$ cat config.mk
export PLATFORM = sky130hd
export DESIGN_NAME = sprite_frame_animator
export DESIGN_NICKNAME = d
export VERILOG_FILES = /design/src/sfa_pkg.sv /design/src/sfa_div.sv /design/src/sprite_frame_animator.sv
export SDC_FILE = /design/constraint.sdc
export NUM_CORES = 2
export LEC_CHECK = 0
export BUFFER_PORTS_ARGS = -buffer_cell sky130_fd_sc_hd__buf_4
export CAP_MARGIN = 20
export CORE_ASPECT_RATIO = 1.5
export CORE_MARGIN = 1.5
export CORE_UTILIZATION = 30
export CTS_CLUSTER_DIAMETER = 120
export DETAILED_ROUTE_END_ITERATION = 12
export SLEW_MARGIN = 10
export SYNTH_ARGS = -nofsm -noshare
export SYNTH_HDL_FRONTEND = slang
export SYNTH_SLANG_ARGS = --single-unit
$ cat constraint.sdc
create_clock -name clk -period 7.7 [get_ports clk]
set_input_delay 0.385 -clock clk [delete_from_list [all_inputs] [get_ports clk]]
set_output_delay 0.385 -clock clk [all_outputs]
set_load 0.03 [all_outputs]
$ cat src/sfa_pkg.sv
// Shared types and constants of the sprite frame animator.
package sfa_pkg;

  // Input item kinds
  localparam logic [2:0] KIND_TICK    = 3'd0;
  localparam logic [2:0] KIND_LOAD    = 3'd1;
  localparam logic [2:0] KIND_PLAY    = 3'd2;
  localparam logic [2:0] KIND_STOP    = 3'd3;
  localparam logic [2:0] KIND_RESTART = 3'd4;

  // Configuration register indexes
  localparam logic [2:0] CFG_FRAME_PERIOD = 3'd0;
  localparam logic [2:0] CFG_LOOP_ENABLE  = 3'd1;
  localparam logic [2:0] CFG_SHEET_WIDTH  = 3'd2;
  localparam logic [2:0] CFG_SHEET_HEIGHT = 3'd3;
  localparam logic [2:0] CFG_TILE_WIDTH   = 3'd4;
  localparam logic [2:0] CFG_TILE_HEIGHT  = 3'd5;
  localparam logic [2:0] CFG_MARGIN_X     = 3'd6;
  localparam logic [2:0] CFG_MARGIN_Y     = 3'd7;

  localparam int CFG_DATA_W = 16;

  // Divider: dividend covers the widest tile number, divisor the tile pitch
  localparam int DIV_W = 16;
  localparam int DVS_W = 14;
  localparam int CNT_W = $clog2(DIV_W + 1);

  localparam logic [22:0] Y_MAX = 23'h7FFFFF;

  typedef struct packed {
    logic             start;
    logic [DIV_W-1:0] dividend;
    logic [DVS_W-1:0] divisor;
  } div_req_t;

  typedef struct packed {
    logic             done;
    logic [DIV_W-1:0] quot;
    logic [DVS_W-1:0] rem;
  } div_rsp_t;

  typedef enum logic [2:0] {
    ST_IDLE,
    ST_READ,
    ST_NX,
    ST_TILE,
    ST_MUL,
    ST_SUM,
    ST_OUT
  } state_t;

endpackage

$ cat src/sfa_div.sv
// Bit-serial restoring divider, one quotient bit per cycle.
module sfa_div (
  input  logic              clk,
  input  logic              rst_n,
  input  sfa_pkg::div_req_t req,
  output sfa_pkg::div_rsp_t rsp
);
  import sfa_pkg::*;

  logic             busy_r;
  logic             done_r;
  logic [CNT_W-1:0] cnt_r;
  logic [DIV_W-1:0] quot_r;
  logic [DVS_W-1:0] rem_r;
  logic [DVS_W-1:0] divisor_r;

  logic [DVS_W:0]   shifted;
  logic [DVS_W:0]   diff;
  logic             ge;
  logic [DVS_W-1:0] rem_nxt;

  always_comb begin
    shifted = {rem_r, quot_r[DIV_W-1]};
    diff    = shifted - {1'b0, divisor_r};
    ge      = shifted >= {1'b0, divisor_r};
    rem_nxt = ge ? diff[DVS_W-1:0] : shifted[DVS_W-1:0];
  end

  always_ff @(posedge clk) begin
    if (!rst_n) begin
      busy_r <= 1'b0;
      done_r <= 1'b0;
      cnt_r  <= '0;
    end else if (req.start) begin
      busy_r <= 1'b1;
      done_r <= 1'b0;
      cnt_r  <= CNT_W'(DIV_W);
    end else if (busy_r) begin
      cnt_r <= cnt_r - CNT_W'(1);
      if (cnt_r == CNT_W'(1)) begin
        busy_r <= 1'b0;
        done_r <= 1'b1;
      end
    end else begin
      done_r <= 1'b0;
    end
  end

  always_ff @(posedge clk) begin
    if (req.start) begin
      quot_r    <= req.dividend;
      rem_r     <= '0;
      divisor_r <= req.divisor;
    end else if (busy_r) begin
      quot_r <= {quot_r[DIV_W-2:0], ge};
      rem_r  <= rem_nxt;
    end
  end

  assign rsp.done = done_r;
  assign rsp.quot = quot_r;
  assign rsp.rem  = rem_r;

endmodule

$ cat src/sprite_frame_animator.sv
// Sprite-sheet frame animator: frame timing, frame-order table and tile position.
//
// Play, stop, restart, order-table loads and invisible ticks end on acceptance.
// A visible tick updates the frame timer and position in its accept cycle while
// playing, reads the frame-order memory, then runs two 16-step divisions on one
// bit-serial divider (tiles per row, then tile row and column), a multiply and a
// sum; bad geometry or no whole tile per row gives position zero. The input
// stalls while a tick is in flight; a finished result waits in the output
// register while the next item is taken. Order-table entries never loaded read
// as zero through per-entry valid bits; there is no clearing pass after reset.
module sprite_frame_animator #(
  parameter int ORDER_SLOTS = 256,
  parameter int TILE_BITS   = 10
) (
  input  logic        clk,
  input  logic        rst_n,

  input  logic        cfg_wr_en,
  input  logic [2:0]  cfg_index,
  input  logic [15:0] cfg_wr_data,

  input  logic        in_valid,
  output logic        in_stall,
  input  logic [2:0]  in_kind,
  input  logic [15:0] in_elapsed,
  input  logic        in_visible,
  input  logic [7:0]  in_entry_slot,
  input  logic [9:0]  in_entry_tile,
  input  logic        in_entry_final,

  output logic        out_valid,
  input  logic        out_stall,
  output logic [12:0] out_tile_x,
  output logic [22:0] out_tile_y,
  output logic [7:0]  out_frame_position,
  output logic        out_running
);
  import sfa_pkg::*;

  localparam int          DEPTH    = (ORDER_SLOTS < 256) ? ORDER_SLOTS : 256;
  localparam int          AW       = (DEPTH > 1) ? $clog2(DEPTH) : 1;
  localparam logic [12:0] SLOT_LIM = 13'(ORDER_SLOTS);

  // Configuration
  logic [15:0] frame_period_r;
  logic        loop_enable_r;
  logic [12:0] sheet_width_r;
  logic [12:0] sheet_height_r;
  logic [12:0] tile_width_r;
  logic [12:0] tile_height_r;
  logic [7:0]  margin_x_r;
  logic [7:0]  margin_y_r;

  // Animation state
  logic [17:0] time_left_r;
  logic [7:0]  frame_pos_r;
  logic [8:0]  order_length_r;
  logic        playing_r;

  // Frame-order memory
  logic [TILE_BITS-1:0] order_mem [DEPTH];
  logic [DEPTH-1:0]     vld_r;
  logic [TILE_BITS-1:0] rd_tile_r;
  logic                 rd_ok_r;

  state_t state_r, state_nxt;

  logic        in_acc;
  logic        is_tick;
  logic        is_load;
  logic        slot_ok;

  logic [18:0] tl_diff;
  logic [17:0] tl_sat;
  logic [17:0] tl_new;
  logic        tl_adv;
  logic        pos_end;

  logic [13:0] dx;
  logic [13:0] dy;
  logic        geom_bad;
  logic        nx_zero;
  logic        mem_rd;
  logic        out_free;

  div_req_t div_req;
  div_rsp_t div_rsp;

  logic [DIV_W-1:0] tile_q_r;
  logic [12:0]      tile_r_r;
  logic [26:0]      x_prod_r;
  logic [29:0]      y_prod_r;
  logic [26:0]      x_sum;
  logic [30:0]      y_sum;
  logic [12:0]      res_x_r;
  logic [22:0]      res_y_r;

  logic        out_valid_r;
  logic [12:0] out_tile_x_r;
  logic [22:0] out_tile_y_r;
  logic [7:0]  out_frame_position_r;
  logic        out_running_r;

  sfa_div u_div (
    .clk (clk),
    .rst_n (rst_n),
    .req (div_req),
    .rsp (div_rsp)
  );

  assign in_acc  = in_valid && !in_stall;
  assign is_tick = in_kind == KIND_TICK;
  assign is_load = in_kind == KIND_LOAD;
  assign slot_ok = {5'b0, in_entry_slot} < SLOT_LIM;

  // Frame timer: subtract with floor, add the period back on expiry
  always_comb begin
    tl_diff = {time_left_r[17], time_left_r} - {3'b000, in_elapsed};
    tl_sat  = (tl_diff[18] && !tl_diff[17]) ? 18'h20000 : tl_diff[17:0];
    tl_adv  = tl_sat[17] || (tl_sat == '0);
    tl_new  = tl_adv ? (tl_sat + {2'b00, frame_period_r}) : tl_sat;
    pos_end = ({1'b0, frame_pos_r} + 9'd1) >= order_length_r;
  end

  always_comb begin
    dx       = {1'b0, tile_width_r} + {6'b0, margin_x_r};
    dy       = {1'b0, tile_height_r} + {6'b0, margin_y_r};
    geom_bad = (tile_width_r > sheet_width_r) || (tile_height_r > sheet_height_r)
               || (dx == '0);
    nx_zero  = div_rsp.quot == '0;
    out_free = !out_valid_r || !out_stall;
    x_sum    = x_prod_r + {19'b0, margin_x_r};
    y_sum    = {1'b0, y_prod_r} + {23'b0, margin_y_r};
  end

  // Next state
  always_comb begin
    state_nxt = state_r;
    unique case (state_r)
      ST_IDLE: begin
        if (in_acc && is_tick && in_visible) state_nxt = ST_READ;
      end
      ST_READ: state_nxt = geom_bad ? ST_OUT : ST_NX;
      ST_NX: begin
        if (div_rsp.done) state_nxt = nx_zero ? ST_OUT : ST_TILE;
      end
      ST_TILE: begin
        if (div_rsp.done) state_nxt = ST_MUL;
      end
      ST_MUL: state_nxt = ST_SUM;
      ST_SUM: state_nxt = ST_OUT;
      ST_OUT: begin
        if (out_free) state_nxt = ST_IDLE;
      end
      default: state_nxt = ST_IDLE;
    endcase
  end

  // State outputs
  always_comb begin
    in_stall         = 1'b1;
    mem_rd           = 1'b0;
    div_req.start    = 1'b0;
    div_req.dividend = DIV_W'(sheet_width_r);
    div_req.divisor  = dx;
    unique case (state_r)
      ST_IDLE: in_stall = 1'b0;
      ST_READ: begin
        mem_rd        = 1'b1;
        div_req.start = !geom_bad;
      end
      ST_NX: begin
        div_req.start    = div_rsp.done && !nx_zero;
        div_req.dividend = rd_ok_r ? DIV_W'(rd_tile_r) : '0;
        div_req.divisor  = DVS_W'(div_rsp.quot[12:0]);
      end
      ST_TILE, ST_MUL, ST_SUM, ST_OUT: in_stall = 1'b1;
      default: in_stall = 1'b1;
    endcase
  end

  // Control and animation state
  always_ff @(posedge clk) begin
    if (!rst_n) begin
      state_r        <= ST_IDLE;
      frame_period_r <= 16'd100;
      loop_enable_r  <= 1'b1;
      sheet_width_r  <= 13'd256;
      sheet_height_r <= 13'd256;
      tile_width_r   <= 13'd32;
      tile_height_r  <= 13'd32;
      margin_x_r     <= 8'd0;
      margin_y_r     <= 8'd0;
      time_left_r    <= '0;
      frame_pos_r    <= '0;
      order_length_r <= 9'd1;
      playing_r      <= 1'b1;
      vld_r          <= '0;
      out_valid_r    <= 1'b0;
    end else begin
      state_r <= state_nxt;

      if (cfg_wr_en) begin
        unique case (cfg_index)
          CFG_FRAME_PERIOD: frame_period_r <= cfg_wr_data;
          CFG_LOOP_ENABLE:  loop_enable_r  <= cfg_wr_data[0];
          CFG_SHEET_WIDTH:  sheet_width_r  <= cfg_wr_data[12:0];
          CFG_SHEET_HEIGHT: sheet_height_r <= cfg_wr_data[12:0];
          CFG_TILE_WIDTH:   tile_width_r   <= cfg_wr_data[12:0];
          CFG_TILE_HEIGHT:  tile_height_r  <= cfg_wr_data[12:0];
          CFG_MARGIN_X:     margin_x_r     <= cfg_wr_data[7:0];
          CFG_MARGIN_Y:     margin_y_r     <= cfg_wr_data[7:0];
          default: ;
        endcase
      end

      if (in_acc) begin
        case (in_kind)
          KIND_TICK: begin
            if (in_visible && playing_r) begin
              time_left_r <= tl_new;
              if (tl_adv) begin
                if (!pos_end) begin
                  frame_pos_r <= frame_pos_r + 8'd1;
                end else if (loop_enable_r) begin
                  frame_pos_r <= '0;
                end else begin
                  playing_r   <= 1'b0;
                  frame_pos_r <= order_length_r[7:0] - 8'd1;
                end
              end
            end
          end
          KIND_LOAD: begin
            if (slot_ok) begin
              vld_r[in_entry_slot[AW-1:0]] <= 1'b1;
              if (in_entry_final) order_length_r <= {1'b0, in_entry_slot} + 9'd1;
            end
          end
          KIND_PLAY: playing_r <= 1'b1;
          KIND_STOP: playing_r <= 1'b0;
          KIND_RESTART: begin
            frame_pos_r <= '0;
            if (frame_period_r == '0) playing_r <= 1'b0;
          end
          default: ;
        endcase
      end

      // Hand the result over; drop it once the transfer completes
      if (state_r == ST_OUT && out_free) begin
        out_valid_r <= 1'b1;
      end else if (out_valid_r && !out_stall) begin
        out_valid_r <= 1'b0;
      end
    end
  end

  // Frame-order memory: one write port, one registered read port
  always_ff @(posedge clk) begin
    if (in_acc && is_load && slot_ok) begin
      order_mem[in_entry_slot[AW-1:0]] <= TILE_BITS'(in_entry_tile);
    end
    if (mem_rd) begin
      rd_tile_r <= order_mem[frame_pos_r[AW-1:0]];
      rd_ok_r   <= ({5'b0, frame_pos_r} < SLOT_LIM) && vld_r[frame_pos_r[AW-1:0]];
    end
  end

  // Tile position datapath
  always_ff @(posedge clk) begin
    if (state_r == ST_READ && geom_bad) begin
      res_x_r <= '0;
      res_y_r <= '0;
    end
    if (state_r == ST_NX && div_rsp.done && nx_zero) begin
      res_x_r <= '0;
      res_y_r <= '0;
    end
    if (state_r == ST_TILE && div_rsp.done) begin
      tile_q_r <= div_rsp.quot;
      tile_r_r <= div_rsp.rem[12:0];
    end
    if (state_r == ST_MUL) begin
      x_prod_r <= {14'b0, tile_r_r} * {13'b0, dx};
      y_prod_r <= {14'b0, tile_q_r} * {16'b0, dy};
    end
    if (state_r == ST_SUM) begin
      res_x_r <= x_sum[12:0];
      res_y_r <= (y_sum > {8'b0, Y_MAX}) ? Y_MAX : y_sum[22:0];
    end
    if (state_r == ST_OUT && out_free) begin
      out_tile_x_r         <= res_x_r;
      out_tile_y_r         <= res_y_r;
      out_frame_position_r <= frame_pos_r;
      out_running_r        <= playing_r;
    end
  end

  assign out_valid          = out_valid_r;
  assign out_tile_x         = out_tile_x_r;
  assign out_tile_y         = out_tile_y_r;
  assign out_frame_position = out_frame_position_r;
  assign out_running        = out_running_r;

endmodule

==> metrics.yaml <==
rrSetupSlack_ns: 0.02
max-vdd-ir-drop_v: 0.000180
critPathMaxFanout: 4
yosysTopAreaCellShare: 0.613
synthTopCellsByCount: "edfxtp_1 (2754), mux4_2 (935), nand2_1 (487), dfxtp_1 (402), nor2_1 (390)"
finalCritPeriodShare: 0.997
rr_endpoint: "y_prod_r[26]"
drv_cap: 0
p_leak_nw: 50.5
cts_tree: "yes"
vias: 69820
yosysSeqAreaShare: 0.672
viasPerCell: 4.95
syn_area_per_cell_um2: 17.9
startpoint_type: "register"
synthArstFlopShare: 0
path_clk_slew_ns: 0.06
synth.area.top_cells: "edfxtp_1 (61%), mux4_2 (16%), dfxtp_1 (6.0%), fa_1 (3.3%), ha_1 (2.3%)"
fin_nets: 8472
hp-class: "in -> reg"
synth_nets: 8062
rows: 301
cts_buffers: 297
cp_slowest_cell: "fa_1"
r2r-start: "tile_height_r[0]"
end_kind: "register"
io_pins: 110
r2r_cells: 35
cts.sinks: 3156
synth_edf_count: 2754
crit_start: "tile_height_r[0]"
die-area_um2: 454000
place_hpwl_mm: 230
firstDrtPassIters: 5
drt-total-wl_mm: 348
routabilityCongestion: 0.811
min_period_ns: 7.68
whs_ns: 0.0627
drc: 0
yosys_warnings: 0
die_w_um: 551
clk_latency_ns: 0.90
cts.path.max_buffers: 4
timing.setup.tns_ns: 0
max_freq_mhz: 130
syn_inst: 7530
slew_viol_final: 0
die_h_um: 825
rsz0062_at_grt: "yes"
yosys.area.top_type: "edfxtp_1"
fp.coreArea_um2: 448000
grt_max_degree: 194
status: "completed"
max_stage_delay_ns: 0.60
placed_area_um2: 144000
port_buffers: 109
initial_core_util: 0.301
crit_path_end: "y_prod_r[26]"
setup_viol: 0
synth_most_common_cell: "edfxtp_1"
finalHoldViolCount: 0
grt_pass1_wl_mm: 507
relSlewSlack: 0.0929
cts-root-buf: "clkbuf_16"
syn2layout_area_growth_pct: 15.1
drtIter0Drc: 5516
syn_area_um2: 135000
postRouteAntennaNets: 0
synth_cell_type_count: 82
total_power_mw: 36.2
overflow: 0
drive_gt1_frac: 0.239
p_per_area_nw_per_um2: 233
grtUsageTotal: 0.151
required_ns: 8.29
cp.arrival_ns: 8.27
grt_pass1_vias: 73297
wl_per_cell_um: 24.7
n_fill_cell: 41644
cpMostUsedCell: "fa_1"
fin_area_um2: 155000
synth_seq_cells: 3156
htreeDepth: 5
ys.flop_type: "edfxtp_1"
clock_skew_ns: 0.0980
crit_type: "reg -> reg"
antenna_found_initial: 18
worst_pin_slew_ns: 1.36
-- repair_timing --
action	CTS	global route
pin swaps	6	58
endpoints found under the setup margin	6	8
hold buffers	33	0
hold endpoints to repair	160	0
resized for setup	11	82
setup buffers	8	22
-- sequential cells by signal, indices dropped and copies added (netlist names), 18 cells and up --
register	count
order_mem	2560
vld_r	256
y_prod_r	30
out_tile_y	23
res_y_r	23
time_left_r	18
-- placed cells by master, fill, tap and decap left out, types with 45 or more instances in the layout --
cell       count
nor2_1       387
a21oi_1      115
o21a_1       277
xnor2_1      103
edfxtp_1    2754
inv_1        357
and2_1       130
o21ai_0       67
a21boi_0      85
clkinv_2      49
nand2_1      482
fa_1         217
nor2b_1       51
mux4_2       935
xor2_1        58
dfxtp_1      392
buf_4        406
a21o_1        45
nand3_1       52
ha_1         240
clkbuf_16    303
clkbuf_1      69
-- stage by stage --
stage | utilization | std cells | worst slack [ns]
6_report | 0.347 | 14107 | 0.0225
5_1_grt | 0.347 | 14101 | -0.261
4_1_cts | 0.344 | 13992 | 0.00102
3_5_place_dp | 0.322 | 13412 | -0.182
3_3_place_gp | 0.321 | 13368 | -0.184
2_1_floorplan | - | 7530 | 0.0566
-- kinds of logic (layout without fill, tap and decap cells) --
group,Yosys count,count (layout),synth area share
AOI/OAI and AO/OA,757,757,0.0393
xor gates and xnor gates,166,166,0.0108
adders and majority gates,469,469,0.0557
buffers and inverters,749,1399,0.0217
DFF,3156,3156,0.672
muxes,965,965,0.158
other,0,19,0
and+or+nand+nor,1268,1268,0.0421
-- worst max-delay path: cells and delay by family (launching register included) --
family                   cells  cell delay [ns]
AO/OA/AOI/OAI               12             2.04
XOR/XNOR                     2             0.25
adder cells (fa/ha/maj)      9             3.80
buffers and inverters        9             0.72
flip-flops                   1             0.36
AND/OR/NAND/NOR              3             0.20
-- metal layers --
| layer | share of wire | track usage | vias up |
|---|---|---|---|
| met4 | 0.046 | 0.0662 | 6 |
| met2 | 0.55 | 0.285 | 1972 |
| met1 | 0.36 | 0.167 | 37150 |
| li1 | - | - | 30121 |
| met3 | 0.045 | 0.0197 | 571 |
| met5 | 0.00013 | 0 | - |
-- report_power, final --
group | switching [mW] | total, mW | internal, mW
logic | 1.44 | 2.34 | 0.897
registers | 0.160 | 19.0 | 18.8
clock network | 6.46 | 14.9 | 8.41
-- layout make-up --
class	instances	area [um2]	area share
Antenna cell	19	47.5	0.000306
Clock buffer	396	8170	0.0526
Clock inverter	143	1590	0.0102
Inverter	364	1370	0.00879
Multi-Input combinational cell	3625	41700	0.269
Sequential cell	3156	90800	0.584
Tap cell	5908	7390	0.0476
Timing Repair Buffer	496	4280	0.0276
-- worst min-delay path by stage --
stage                                start           endpoint  slack (ns)  depth (start not counted)
final                     in_entry_tile[7]  order_mem[140][7]        0.06                          1
after global routing          cfg_index[2]      loop_enable_r        0.08                          3
after CTS                     cfg_index[2]      loop_enable_r       0.003                          3
after detailed placement       res_y_r[22]     out_tile_y[22]        0.40                          0
after global placement          res_y_r[4]      out_tile_y[4]        0.40                          0
after floorplan                 res_x_r[0]      out_tile_x[0]        0.40                          0
No activity file was read; power rests on OpenSTA's default activity.
